**src/rtl/rssp_pkg.sv**
```systemverilog
package rssp_pkg;

    localparam int unsigned MAX_ENTRIES_DEF = 8;

    localparam int unsigned COORD_W = 16;
    localparam int unsigned RECT_W  = 4 * COORD_W;
    localparam int unsigned MAG_W   = COORD_W;
    localparam int unsigned SQ_W    = 2 * MAG_W;
    localparam int unsigned DIST_W  = 34;
    localparam int unsigned SEED_W  = 3;

    localparam int unsigned IN_DATA_W  = 64;
    localparam int unsigned OUT_DATA_W = 48;
    localparam int unsigned OUT_USED_W = 2 * SEED_W + DIST_W + 1;

    typedef enum logic [2:0] {
        S_LOAD,
        S_START,
        S_SCAN,
        S_DRAIN,
        S_FINISH
    } t_state;

    typedef struct packed {
        logic load;
        logic start;
        logic issue;
        logic publish;
    } t_cmd;

    typedef struct packed {
        logic few;
        logic last_pair;
        logic busy;
    } t_status;

endpackage

```
**src/rtl/rssp_ctrl.sv**
```systemverilog
module rssp_ctrl (
    input  logic              i_clk,
    input  logic              i_rst_n,
    input  logic              i_in_valid,
    input  logic              i_in_last,
    output logic              o_in_ready,
    input  logic              i_out_ready,
    output logic              o_out_valid,
    input  rssp_pkg::t_status i_status,
    output rssp_pkg::t_cmd    o_cmd
);
    import rssp_pkg::*;

    t_state r_state;
    t_state n_state;
    logic   r_out_valid;
    logic   n_out_valid;
    logic   w_accept;

    assign w_accept = i_in_valid && o_in_ready;

    always_comb begin
        n_state = r_state;
        unique case (r_state)
            S_LOAD: begin
                if (w_accept && i_in_last) n_state = S_START;
            end
            S_START: begin
                n_state = i_status.few ? S_FINISH : S_SCAN;
            end
            S_SCAN: begin
                if (i_status.last_pair) n_state = S_DRAIN;
            end
            S_DRAIN: begin
                if (!i_status.busy) n_state = S_FINISH;
            end
            S_FINISH: begin
                if (o_cmd.publish) n_state = S_LOAD;
            end
            default: n_state = S_LOAD;
        endcase
    end

    always_comb begin
        o_in_ready    = (r_state == S_LOAD);
        o_cmd.load    = w_accept;
        o_cmd.start   = (r_state == S_START);
        o_cmd.issue   = (r_state == S_SCAN);
        // The result register is free once it is empty or being taken.
        o_cmd.publish = (r_state == S_FINISH) && (!r_out_valid || i_out_ready);
    end

    always_comb begin
        n_out_valid = r_out_valid;
        if (o_cmd.publish) begin
            n_out_valid = 1'b1;
        end else if (i_out_ready) begin
            n_out_valid = 1'b0;
        end
    end

    always_ff @(posedge i_clk) begin
        if (!i_rst_n) begin
            r_state     <= S_LOAD;
            r_out_valid <= 1'b0;
        end else begin
            r_state     <= n_state;
            r_out_valid <= n_out_valid;
        end
    end

    assign o_out_valid = r_out_valid;

endmodule

```
**src/rtl/rssp_dpath.sv**
```systemverilog
module rssp_dpath #(
    parameter int unsigned MAX_ENTRIES = rssp_pkg::MAX_ENTRIES_DEF
) (
    input  logic                          i_clk,
    input  logic                          i_rst_n,
    input  rssp_pkg::t_cmd                i_cmd,
    output rssp_pkg::t_status             o_status,
    input  logic [rssp_pkg::RECT_W-1:0]   i_rect,
    output logic [rssp_pkg::SEED_W-1:0]   o_seed_first,
    output logic [rssp_pkg::SEED_W-1:0]   o_seed_second,
    output logic [rssp_pkg::DIST_W-1:0]   o_pair_distance,
    output logic                          o_overflowed
);
    import rssp_pkg::*;

    localparam int unsigned IDX_W = (MAX_ENTRIES > 1) ? $clog2(MAX_ENTRIES) : 1;
    localparam int unsigned CNT_W = $clog2(MAX_ENTRIES + 1);
    localparam int unsigned EXT_W = (IDX_W > SEED_W) ? IDX_W : SEED_W;

    logic [RECT_W-1:0] r_mem [MAX_ENTRIES];

    logic [CNT_W-1:0] r_count;
    logic             r_ovf;
    logic [IDX_W-1:0] r_i;
    logic [IDX_W-1:0] r_j;
    logic             w_j_end;
    logic             w_last_pair;
    logic             w_room;

    // Pipeline: read, corner magnitudes, squares, sum, compare.
    logic              r_v1, r_v2, r_v3, r_v4;
    logic [IDX_W-1:0]  r_i1, r_j1, r_i2, r_j2, r_i3, r_j3, r_i4, r_j4;
    logic [RECT_W-1:0] r_rd_a, r_rd_b;
    logic [MAG_W-1:0]  r_mag [4];
    logic [MAG_W-1:0]  n_mag [4];
    logic [SQ_W-1:0]   r_sq [4];
    logic [DIST_W-1:0] r_sum;

    logic              r_found;
    logic [DIST_W-1:0] r_best;
    logic [IDX_W-1:0]  r_s1, r_s2;

    logic [SEED_W-1:0] r_out_s1, r_out_s2;
    logic [DIST_W-1:0] r_out_dist;
    logic              r_out_ovf;
    logic [EXT_W-1:0]  w_s1_ext, w_s2_ext;

    assign w_room      = (r_count < CNT_W'(MAX_ENTRIES));
    assign w_j_end     = ((CNT_W'(r_j) + CNT_W'(1)) == r_count);
    assign w_last_pair = w_j_end && ((CNT_W'(r_i) + CNT_W'(2)) == r_count);

    assign o_status.few       = (r_count < CNT_W'(2));
    assign o_status.last_pair = w_last_pair;
    assign o_status.busy      = r_v1 || r_v2 || r_v3 || r_v4;

    // Rectangle store: one write port, two read ports with registered data.
    always_ff @(posedge i_clk) begin
        if (i_cmd.load && w_room) r_mem[r_count[IDX_W-1:0]] <= i_rect;
        r_rd_a <= r_mem[r_i];
        r_rd_b <= r_mem[r_j];
    end

    always_ff @(posedge i_clk) begin
        if (!i_rst_n) begin
            r_count <= '0;
            r_ovf   <= 1'b0;
        end else if (i_cmd.publish) begin
            r_count <= '0;
            r_ovf   <= 1'b0;
        end else if (i_cmd.load) begin
            if (w_room) begin
                r_count <= r_count + CNT_W'(1);
            end else begin
                r_ovf <= 1'b1;
            end
        end
    end

    always_ff @(posedge i_clk) begin
        if (i_cmd.start) begin
            r_i <= '0;
            r_j <= IDX_W'(1);
        end else if (i_cmd.issue) begin
            if (w_j_end) begin
                r_i <= r_i + IDX_W'(1);
                r_j <= r_i + IDX_W'(2);
            end else begin
                r_j <= r_j + IDX_W'(1);
            end
        end
    end

    always_ff @(posedge i_clk) begin
        if (!i_rst_n) begin
            r_v1 <= 1'b0;
            r_v2 <= 1'b0;
            r_v3 <= 1'b0;
            r_v4 <= 1'b0;
        end else begin
            r_v1 <= i_cmd.issue;
            r_v2 <= r_v1;
            r_v3 <= r_v2;
            r_v4 <= r_v3;
        end
    end

    always_comb begin
        logic signed [COORD_W:0] d;
        for (int k = 0; k < 4; k++) begin
            d = {r_rd_a[k*COORD_W + COORD_W-1], r_rd_a[k*COORD_W +: COORD_W]}
              - {r_rd_b[k*COORD_W + COORD_W-1], r_rd_b[k*COORD_W +: COORD_W]};
            n_mag[k] = d[COORD_W] ? MAG_W'(-d) : MAG_W'(d);
        end
    end

    always_ff @(posedge i_clk) begin
        r_i1 <= r_i;
        r_j1 <= r_j;
        r_i2 <= r_i1;
        r_j2 <= r_j1;
        r_i3 <= r_i2;
        r_j3 <= r_j2;
        r_i4 <= r_i3;
        r_j4 <= r_j3;
        for (int k = 0; k < 4; k++) begin
            r_mag[k] <= n_mag[k];
            r_sq[k]  <= r_mag[k] * r_mag[k];
        end
        r_sum <= (DIST_W'(r_sq[0]) + DIST_W'(r_sq[1]))
               + (DIST_W'(r_sq[2]) + DIST_W'(r_sq[3]));
    end

    // Strictly greater replaces, so the earliest pair in scan order wins a tie.
    always_ff @(posedge i_clk) begin
        if (!i_rst_n) begin
            r_found <= 1'b0;
            r_best  <= '0;
            r_s1    <= '0;
            r_s2    <= '0;
        end else if (i_cmd.start) begin
            r_found <= 1'b0;
            r_best  <= '0;
            r_s1    <= '0;
            r_s2    <= '0;
        end else if (r_v4 && (!r_found || (r_sum > r_best))) begin
            r_found <= 1'b1;
            r_best  <= r_sum;
            r_s1    <= r_i4;
            r_s2    <= r_j4;
        end
    end

    assign w_s1_ext = EXT_W'(r_s1);
    assign w_s2_ext = EXT_W'(r_s2);

    always_ff @(posedge i_clk) begin
        if (i_cmd.publish) begin
            r_out_s1   <= w_s1_ext[SEED_W-1:0];
            r_out_s2   <= w_s2_ext[SEED_W-1:0];
            r_out_dist <= r_best;
            r_out_ovf  <= r_ovf;
        end
    end

    assign o_seed_first    = r_out_s1;
    assign o_seed_second   = r_out_s2;
    assign o_pair_distance = r_out_dist;
    assign o_overflowed    = r_out_ovf;

endmodule

```
**src/rtl/rect_split_seed_pick_unit.sv**
```systemverilog
// Channel   Dir  Payload
// s_axis    in   tdata: x_low, y_low, x_high, y_high; tlast: last rectangle of the set
// m_axis    out  tdata: seed_first, seed_second, pair_distance, overflowed
//
// Rectangles are loaded while no search is running. After the last one the search
// reads every pair of stored rectangles once (none when fewer than two are stored):
// one pair is read per cycle from the two read ports of the rectangle store
// and flows through a five-stage distance and compare pipeline.
// Reset is synchronous and active low; it empties the store and the result register.
// A result waiting on m_axis does not stop loading of the next set; only the
// hand-off of the following result waits for it to be taken.
module rect_split_seed_pick_unit #(
    parameter int unsigned MAX_ENTRIES = rssp_pkg::MAX_ENTRIES_DEF
) (
    input  logic                              i_clk,
    input  logic                              i_rst_n,
    input  logic                              s_axis_tvalid,
    output logic                              s_axis_tready,
    // [15:0] x_low, [31:16] y_low, [47:32] x_high, [63:48] y_high
    input  logic [rssp_pkg::IN_DATA_W-1:0]    s_axis_tdata,
    input  logic                              s_axis_tlast,
    output logic                              m_axis_tvalid,
    input  logic                              m_axis_tready,
    // [2:0] seed_first, [5:3] seed_second, [39:6] pair_distance, [40] overflowed
    output logic [rssp_pkg::OUT_DATA_W-1:0]   m_axis_tdata
);
    import rssp_pkg::*;

    t_cmd              w_cmd;
    t_status           w_status;
    logic [SEED_W-1:0] w_seed_first;
    logic [SEED_W-1:0] w_seed_second;
    logic [DIST_W-1:0] w_pair_distance;
    logic              w_overflowed;

    rssp_ctrl u_ctrl (
        .i_clk       (i_clk),
        .i_rst_n     (i_rst_n),
        .i_in_valid  (s_axis_tvalid),
        .i_in_last   (s_axis_tlast),
        .o_in_ready  (s_axis_tready),
        .i_out_ready (m_axis_tready),
        .o_out_valid (m_axis_tvalid),
        .i_status    (w_status),
        .o_cmd       (w_cmd)
    );

    rssp_dpath #(
        .MAX_ENTRIES (MAX_ENTRIES)
    ) u_dpath (
        .i_clk           (i_clk),
        .i_rst_n         (i_rst_n),
        .i_cmd           (w_cmd),
        .o_status        (w_status),
        .i_rect          (s_axis_tdata[RECT_W-1:0]),
        .o_seed_first    (w_seed_first),
        .o_seed_second   (w_seed_second),
        .o_pair_distance (w_pair_distance),
        .o_overflowed    (w_overflowed)
    );

    assign m_axis_tdata = {{(OUT_DATA_W - OUT_USED_W){1'b0}},
                           w_overflowed, w_pair_distance, w_seed_second, w_seed_first};

endmodule
```
**config.mk**
```make
export PLATFORM = sky130hd
export DESIGN_NAME = rect_split_seed_pick_unit
export DESIGN_NICKNAME = d
export VERILOG_FILES = /design/src/rtl/rssp_pkg.sv /design/src/rtl/rssp_ctrl.sv /design/src/rtl/rssp_dpath.sv /design/src/rtl/rect_split_seed_pick_unit.sv
export SDC_FILE = /design/constraint.sdc
export NUM_CORES = 2
export LEC_CHECK = 0
export BUFFER_PORTS_ARGS = -buffer_cell sky130_fd_sc_hd__buf_2
export CAP_MARGIN = 10
export CORE_UTILIZATION = 25
export DETAILED_ROUTE_END_ITERATION = 6
export PLACE_DENSITY_LB_ADDON = 0.2
export SKIP_CTS_REPAIR_TIMING = 1
export SYNTH_ARGS = -nofsm -noshare
export SYNTH_HDL_FRONTEND = slang
export SYNTH_SLANG_ARGS = --single-unit
```
**constraint.sdc**
```tcl
create_clock -name i_clk -period 13.15 [get_ports i_clk]
set_input_delay 0.6575 -clock i_clk [delete_from_list [all_inputs] [get_ports i_clk]]
set_output_delay 0.6575 -clock i_clk [all_outputs]
set_load 0.02 [all_outputs]
```
==> Yosys cells after proc, flatten, opt, wreduce, memory -nomap -nowiden <==
Memories as Yosys holds them, arrays and structs flattened. A register that Yosys moved wholly into a read port is not among the register bits.
Index checks and enable logic that the tools add are counted.
{ "classes": {"n_eq_ne": 10, "mul": 4, "n_bitwise": 2, "n_mux": 15, "magnitude_cmp": 3, "n_reduce_logical": 21, "n_addsub": 17} }
{ "op_table": {"columns": ["operator", "count"], "rows": [
  ["16-bit by 16-bit multiplier with 32-bit output", 4],
  ["16-bit by 16-bit subtractor with 17-bit output", 4],
  ["32-bit by 32-bit adder with 33-bit output", 2],
  ["16-bit 2-to-1 mux", 4],
  ["16-bit negator", 4],
  ["34-bit adder", 1],
  ["34-bit greater-than comparator", 1],
  ["3-bit 2-to-1 mux", 6],
  ["3-bit case mux with 5 select lines", 1],
  ["4-bit equality test", 2],
  ["3-bit by 1-bit adder with 3-bit output, second input constant", 2],
  ["3-bit by 2-bit equality test with 1-bit output, second input constant", 2],
  ["1-bit logical AND", 6],
  ["2-bit != test, second input constant", 3],
  ["2-bit AND reduction", 3],
  ["1-bit logical OR", 5],
  ["3-bit by 1-bit adder with 4-bit output, second input constant", 1],
  ["3-bit by 2-bit adder with 4-bit output, second input constant", 1],
  ["4-bit by 1-bit adder with 4-bit output, second input constant", 1],
  ["4-bit by 2-bit less-than comparator with 1-bit output, second input constant", 1],
  ["4-bit less-than comparator, second input constant", 1],
  ["1-bit 2-to-1 mux", 4],
  ["4-bit AND reduction", 1],
  ["2-bit OR reduction", 2],
  ["8 further kinds", 10]
]} }
{ "totals": {"in_bits": 69, "mem_bits_rw": 704, "output_inout_bits": 50, "reg_bits": 159, "n_memories": 3} }
{ "mem_list": {"columns": ["memory", "words", "width", "read_ports", "rd_ports_with_merged_regs", "wr", "line_no", "source"], "rows": [
  ["u_dpath.r_mem", 8, 64, 2, 2, 1, "rssp_dpath.sv:20", "logic [RECT_W-1:0] r_mem [MAX_ENTRIES];"],
  ["u_dpath.r_sq", 4, 32, 4, 0, 4, "rssp_dpath.sv:36", "logic [SQ_W-1:0] r_sq [4];"],
  ["u_dpath.r_mag", 4, 16, 4, 0, 4, "rssp_dpath.sv:34", "logic [MAG_W-1:0] r_mag [4];"]
]} }

==> Longest topological paths before layout <==
{ "depth": {"ltp_word": 5, "depth_mapped": 26, "mapped_depth_nobuf": 25} }

==> By module <==
Synthesis repeated with hierarchy kept, for this count alone.
{ "unflattened": {"hier_cells": 5979, "hier_area_um2": 70784.1} }
{ "modules_own_cells": {"columns": ["module", "instances", "seq_area_each_um2", "cells_per_inst", "area_per_inst_um2"], "rows": [
  ["rssp_dpath", 1, 25214.2, 5941, 70445.1],
  ["rssp_ctrl", 1, 80.1, 29, 275.3],
  ["rect_split_seed_pick_unit", 1, 0.0, 9, 63.8]
]} }

==> Least setup slack after synthesis <==
OpenSTA, ideal clock, no wires.
{ "synth_timing": {"path_kind": "register to register", "from": "reg u_ctrl.r_state[0]", "to": "mem u_dpath.r_mem[0][0] in the netlist's numbering, enable pin", "n_path_buf": 1, "setup_ns": 0.565, "t_arrival_ns": 5.973, "path_stages_with_launch": 6, "path_slack_ns": 6.612, "period_less_slack_ns": 6.538, "cell_sequence": "dfxtp_1 clkbuf_1 nor3_1 nand2_1 or3_1 nor3_1"} }
{ "synth_between": {"elab_chain_len": 5} }
{ "synth_lines": {"columns": ["item", "line_no", "source"], "rows": [
  ["start: declaration", "rssp_ctrl.sv:14", "t_state r_state;"],
  ["start signal: assignment", "rssp_ctrl.sv:67", "r_state <= n_state;"],
  ["3-bit zero test", "rssp_ctrl.sv:45", "o_in_ready = (r_state == S_LOAD);"],
  ["named net s_axis_tready", "rect_split_seed_pick_unit.sv:18", "output logic s_axis_tready,"],
  ["1-bit logical AND", "rssp_ctrl.sv:20", "assign w_accept = i_in_valid && o_in_ready;"],
  ["1-bit logical AND", "rssp_dpath.sv:58", "if (i_cmd.load && w_room) r_mem[r_count[IDX_W-1:0]] <= i_rect;"],
  ["1-bit 2-to-1 mux", "rssp_dpath.sv:58", null],
  ["1-bit 2-to-1 mux (implied by the code)", "rssp_dpath.sv:58", null],
  ["end: declaration", "rssp_dpath.sv:20", null]
]} }
The timed path passes the listed nets, and every way through them passes these cells.

==> flow_summary.ini <==
[synthesis]
yosysTopAreaCell = edfxtp_1
synth.avg_cell_area_um2 = 11.5
synth_area_leaders = edfxtp_1, fa_1, dfxtp_1
synthFlopType = edfxtp_1
yosys_warnings = 0
ys_seq_area_share_pct = 35.3
syn_area_um2 = 71600
async_reset_ff_share_pct = 0
ys_types = 81
syn_inst = 6209
yosysTopAreaCellShare_pct = 23.2
synth_edf_count = 553
ys_ff_latch = 987

[placed_design]
place_area_um2 = 76500
dpl_worst_slack_ns = 5.92
place_congestion = 0.810
post-dp-hpwl_um = 134000
portBuffers = 111

[sta]
slew_violations = 0
max_freq_mhz = 137
setup_violations = 0
finalHoldViolCount = 0
fin_skew_ns = 0.0655
rsz0062_at_grt = no
worst_slew_pin_slew_ns = 1.09
min_period_over_period_pct = 55.3
period_needed_ns = 7.28
fin_setup_tns_ns = 0
fin_ws_ns = 5.87
slew_headroom_pct = 27.6

[grt]
grt_pass1_vias = 47614
grt_max_degree = 55
grt_overflow = 0
grt_pass1_wl_um = 281000
track_usage_pct = 12.6
antenna_found_initial = 38

[route]
vias_per_cell = 4.33
first_iter_violations = 1906
num_vias = 43956
met1_length_um = 86300
routed_wl_um = 180000
wl_met3_um = 6170
top_layer = met5
drc_errors = 0
drt-wirelength-per-cell_um = 17.8
postRouteAntennaNets = 0
dr.pass1.iters = 5
met2WireLength_um = 84200

[critical_path]
path_common_cell = fa_1
max_stage_delay_ns = 0.82
cp_slowest_cell = dfxtp_1
path_cells = inv_1, nor2_1, inv_1, fa_1, fa_1, inv_1, fa_1, fa_1, fa_1, inv_1, fa_1, inv_1, ha_1, o21ai_0, nand2b_1, a221oi_1, o21ai_0, a211oi_1, a21oi_1, a311oi_1, o21ai_0, a21oi_1, xnor2_1
crit_path_start_kind = flip-flop
critical_path_class = flip-flop to flip-flop
crit_fanout = 15
crit_required_ns = 13.79
endpoint_kind = flip-flop
critPathArrivalTime_ns = 7.92

[clock_network]
clkSlewWorstSetupHoldPaths_ns = 0.06
cts_root_buffer = clkbuf_16
cts_sinks = 987
cts_tree = done
htreeDepth = 3
cts_max_path_buffers = 3
clock_latency_ns = 0.76
cts_buffers = 114

[floorplanning]
pin_count = 119
die_w_um = 537
dieArea_um2 = 289000
fp-row-count = 196
start_util_pct = 25.1
core_um2 = 285000
die-height_um = 537

[status]
status = finished clean

[layout]
final_area_um2 = 80500
drive_gt1_share_pct = 12.2
nets = 7616
area_growth_pct = 12.4

[hold_path]
hold_class = primary input to flip-flop

[job]
max_cap_viol_count = 0
==> layout by cell type, fill, tap and decap left out, types with 52 or more instances in the layout <==
cell type / instances
a21oi_1: 205
inv_1: 1167
o21ai_0: 109
fa_1: 654
xnor2_1: 236
xor2_1: 91
mux2_2: 136
mux4_2: 256
nor2b_1: 62
nand2_1: 386
ha_1: 602
nand3_1: 52
nor2_1: 297
edfxtp_1: 553
clkbuf_16: 117
and2_1: 169
buf_2: 111
dfxtp_1: 428
a21o_1: 103
==> per-stage QoR <==
step,std cells,utilization (%),hold WS (ns)
2_1_floorplan,6215,-,0.310
3_3_place_gp,9937,26.9,0.313
3_5_place_dp,9937,26.9,0.312
4_1_cts,10153,28.2,0.0832
5_1_grt,10155,28.3,0.113
6_report,10160,28.3,0.165
==> area by class of cell <==
class | instances | area [um2]
diodes | 7 | 17.5
flip-flops and latches | 987 | 25300
multi-input cells | 3875 | 41300
well taps | 3762 | 4710
clock inverters | 56 | 723
repair buffers | 146 | 818
inverters | 1167 | 4380
fillers | 29540 | 204000
clock buffers | 160 | 3260
==> worst paths after layout <==
check	start	to	slack, ns	depth (start not counted)
max	u_dpath.r_mag[2][2]	u_dpath.r_sq[2][31]	5.87	23
min	s_axis_tdata[23]	u_dpath.r_mem[2][23]	0.16	1
max reg2reg	u_dpath.r_mag[2][2]	u_dpath.r_sq[2][31]	5.87	23
min reg2reg	u_dpath.r_j3[1]	u_dpath.r_j4[1]	0.33	0
==> worst max-delay path: cells and delay by family (launching register included) <==
kind / cells / cell delay [ns]
and+or+nand+nor: 2 / 0.39
AOI/OAI and AO/OA: 8 / 2.27
DFF: 1 / 0.82
xor gates and xnor gates: 1 / 0.13
adders and majority gates: 7 / 3.04
buffers and inverters: 5 / 0.55
==> cell usage after synthesis, drive strengths merged (5+ instances only) <==
cell type,instances
a21oi,208
nor2b,62
nor3b,5
dfxtp,434
inv,1167
o21bai,31
mux4,256
a31o,12
a41oi,10
o21ai,113
o211ai,5
buf,37
and3,30
or3,13
and4,8
xor2,91
nand2,386
o31ai,15
fa,654
edfxtp,553
o2111ai,7
ha,602
nand2b,34
or2,16
a31oi,35
nand3,52
mux2,137
clkbuf,149
a21o,105
and2,170
mux2i,46
nor3,50
o41ai,8
o21a,40
a211o,11
nand4,24
nor4,9
a2111oi,8
xnor2,236
a221oi,6
nor2,303
a211oi,26
a21boi,5
==> routing by layer <==
layer | vias up | track usage, %
met5 | - | 0
met4 | 30 | 2.68
met3 | 221 | 1.84
met2 | 572 | 21.0
met1 | 22195 | 17.4
li1 | 20938 | -
==> logic make-up after synthesis <==
| logic type | count (synthesis) | share of synthesized area [%] |
|---|---|---|
| AO/OA/AOI/OAI | 678 | 6.18 |
| XOR/XNOR | 327 | 4.00 |
| adder cells (fa/ha/maj) | 1256 | 28.8 |
| buffers and inverters | 1353 | 7.14 |
| flip-flops | 987 | 35.3 |
| multiplexers | 439 | 10.9 |
| other | 1 | 0.00524 |
| AND/OR/NAND/NOR | 1168 | 7.70 |
==> state kept, by name, indices dropped and copies added, names as in the netlist, 4 cells and up <==
name / cells
u_dpath.o_pair_distance: 34
u_dpath.r_best: 34
u_dpath.r_count: 4
u_dpath.r_mag: 64
u_dpath.r_mem: 512
u_dpath.r_rd_a: 64
u_dpath.r_rd_b: 64
u_dpath.r_sq: 124
u_dpath.r_sum: 34
Power is not shown: default switching activity piles up to over one toggle a cycle in this logic, so the estimate is an artifact.
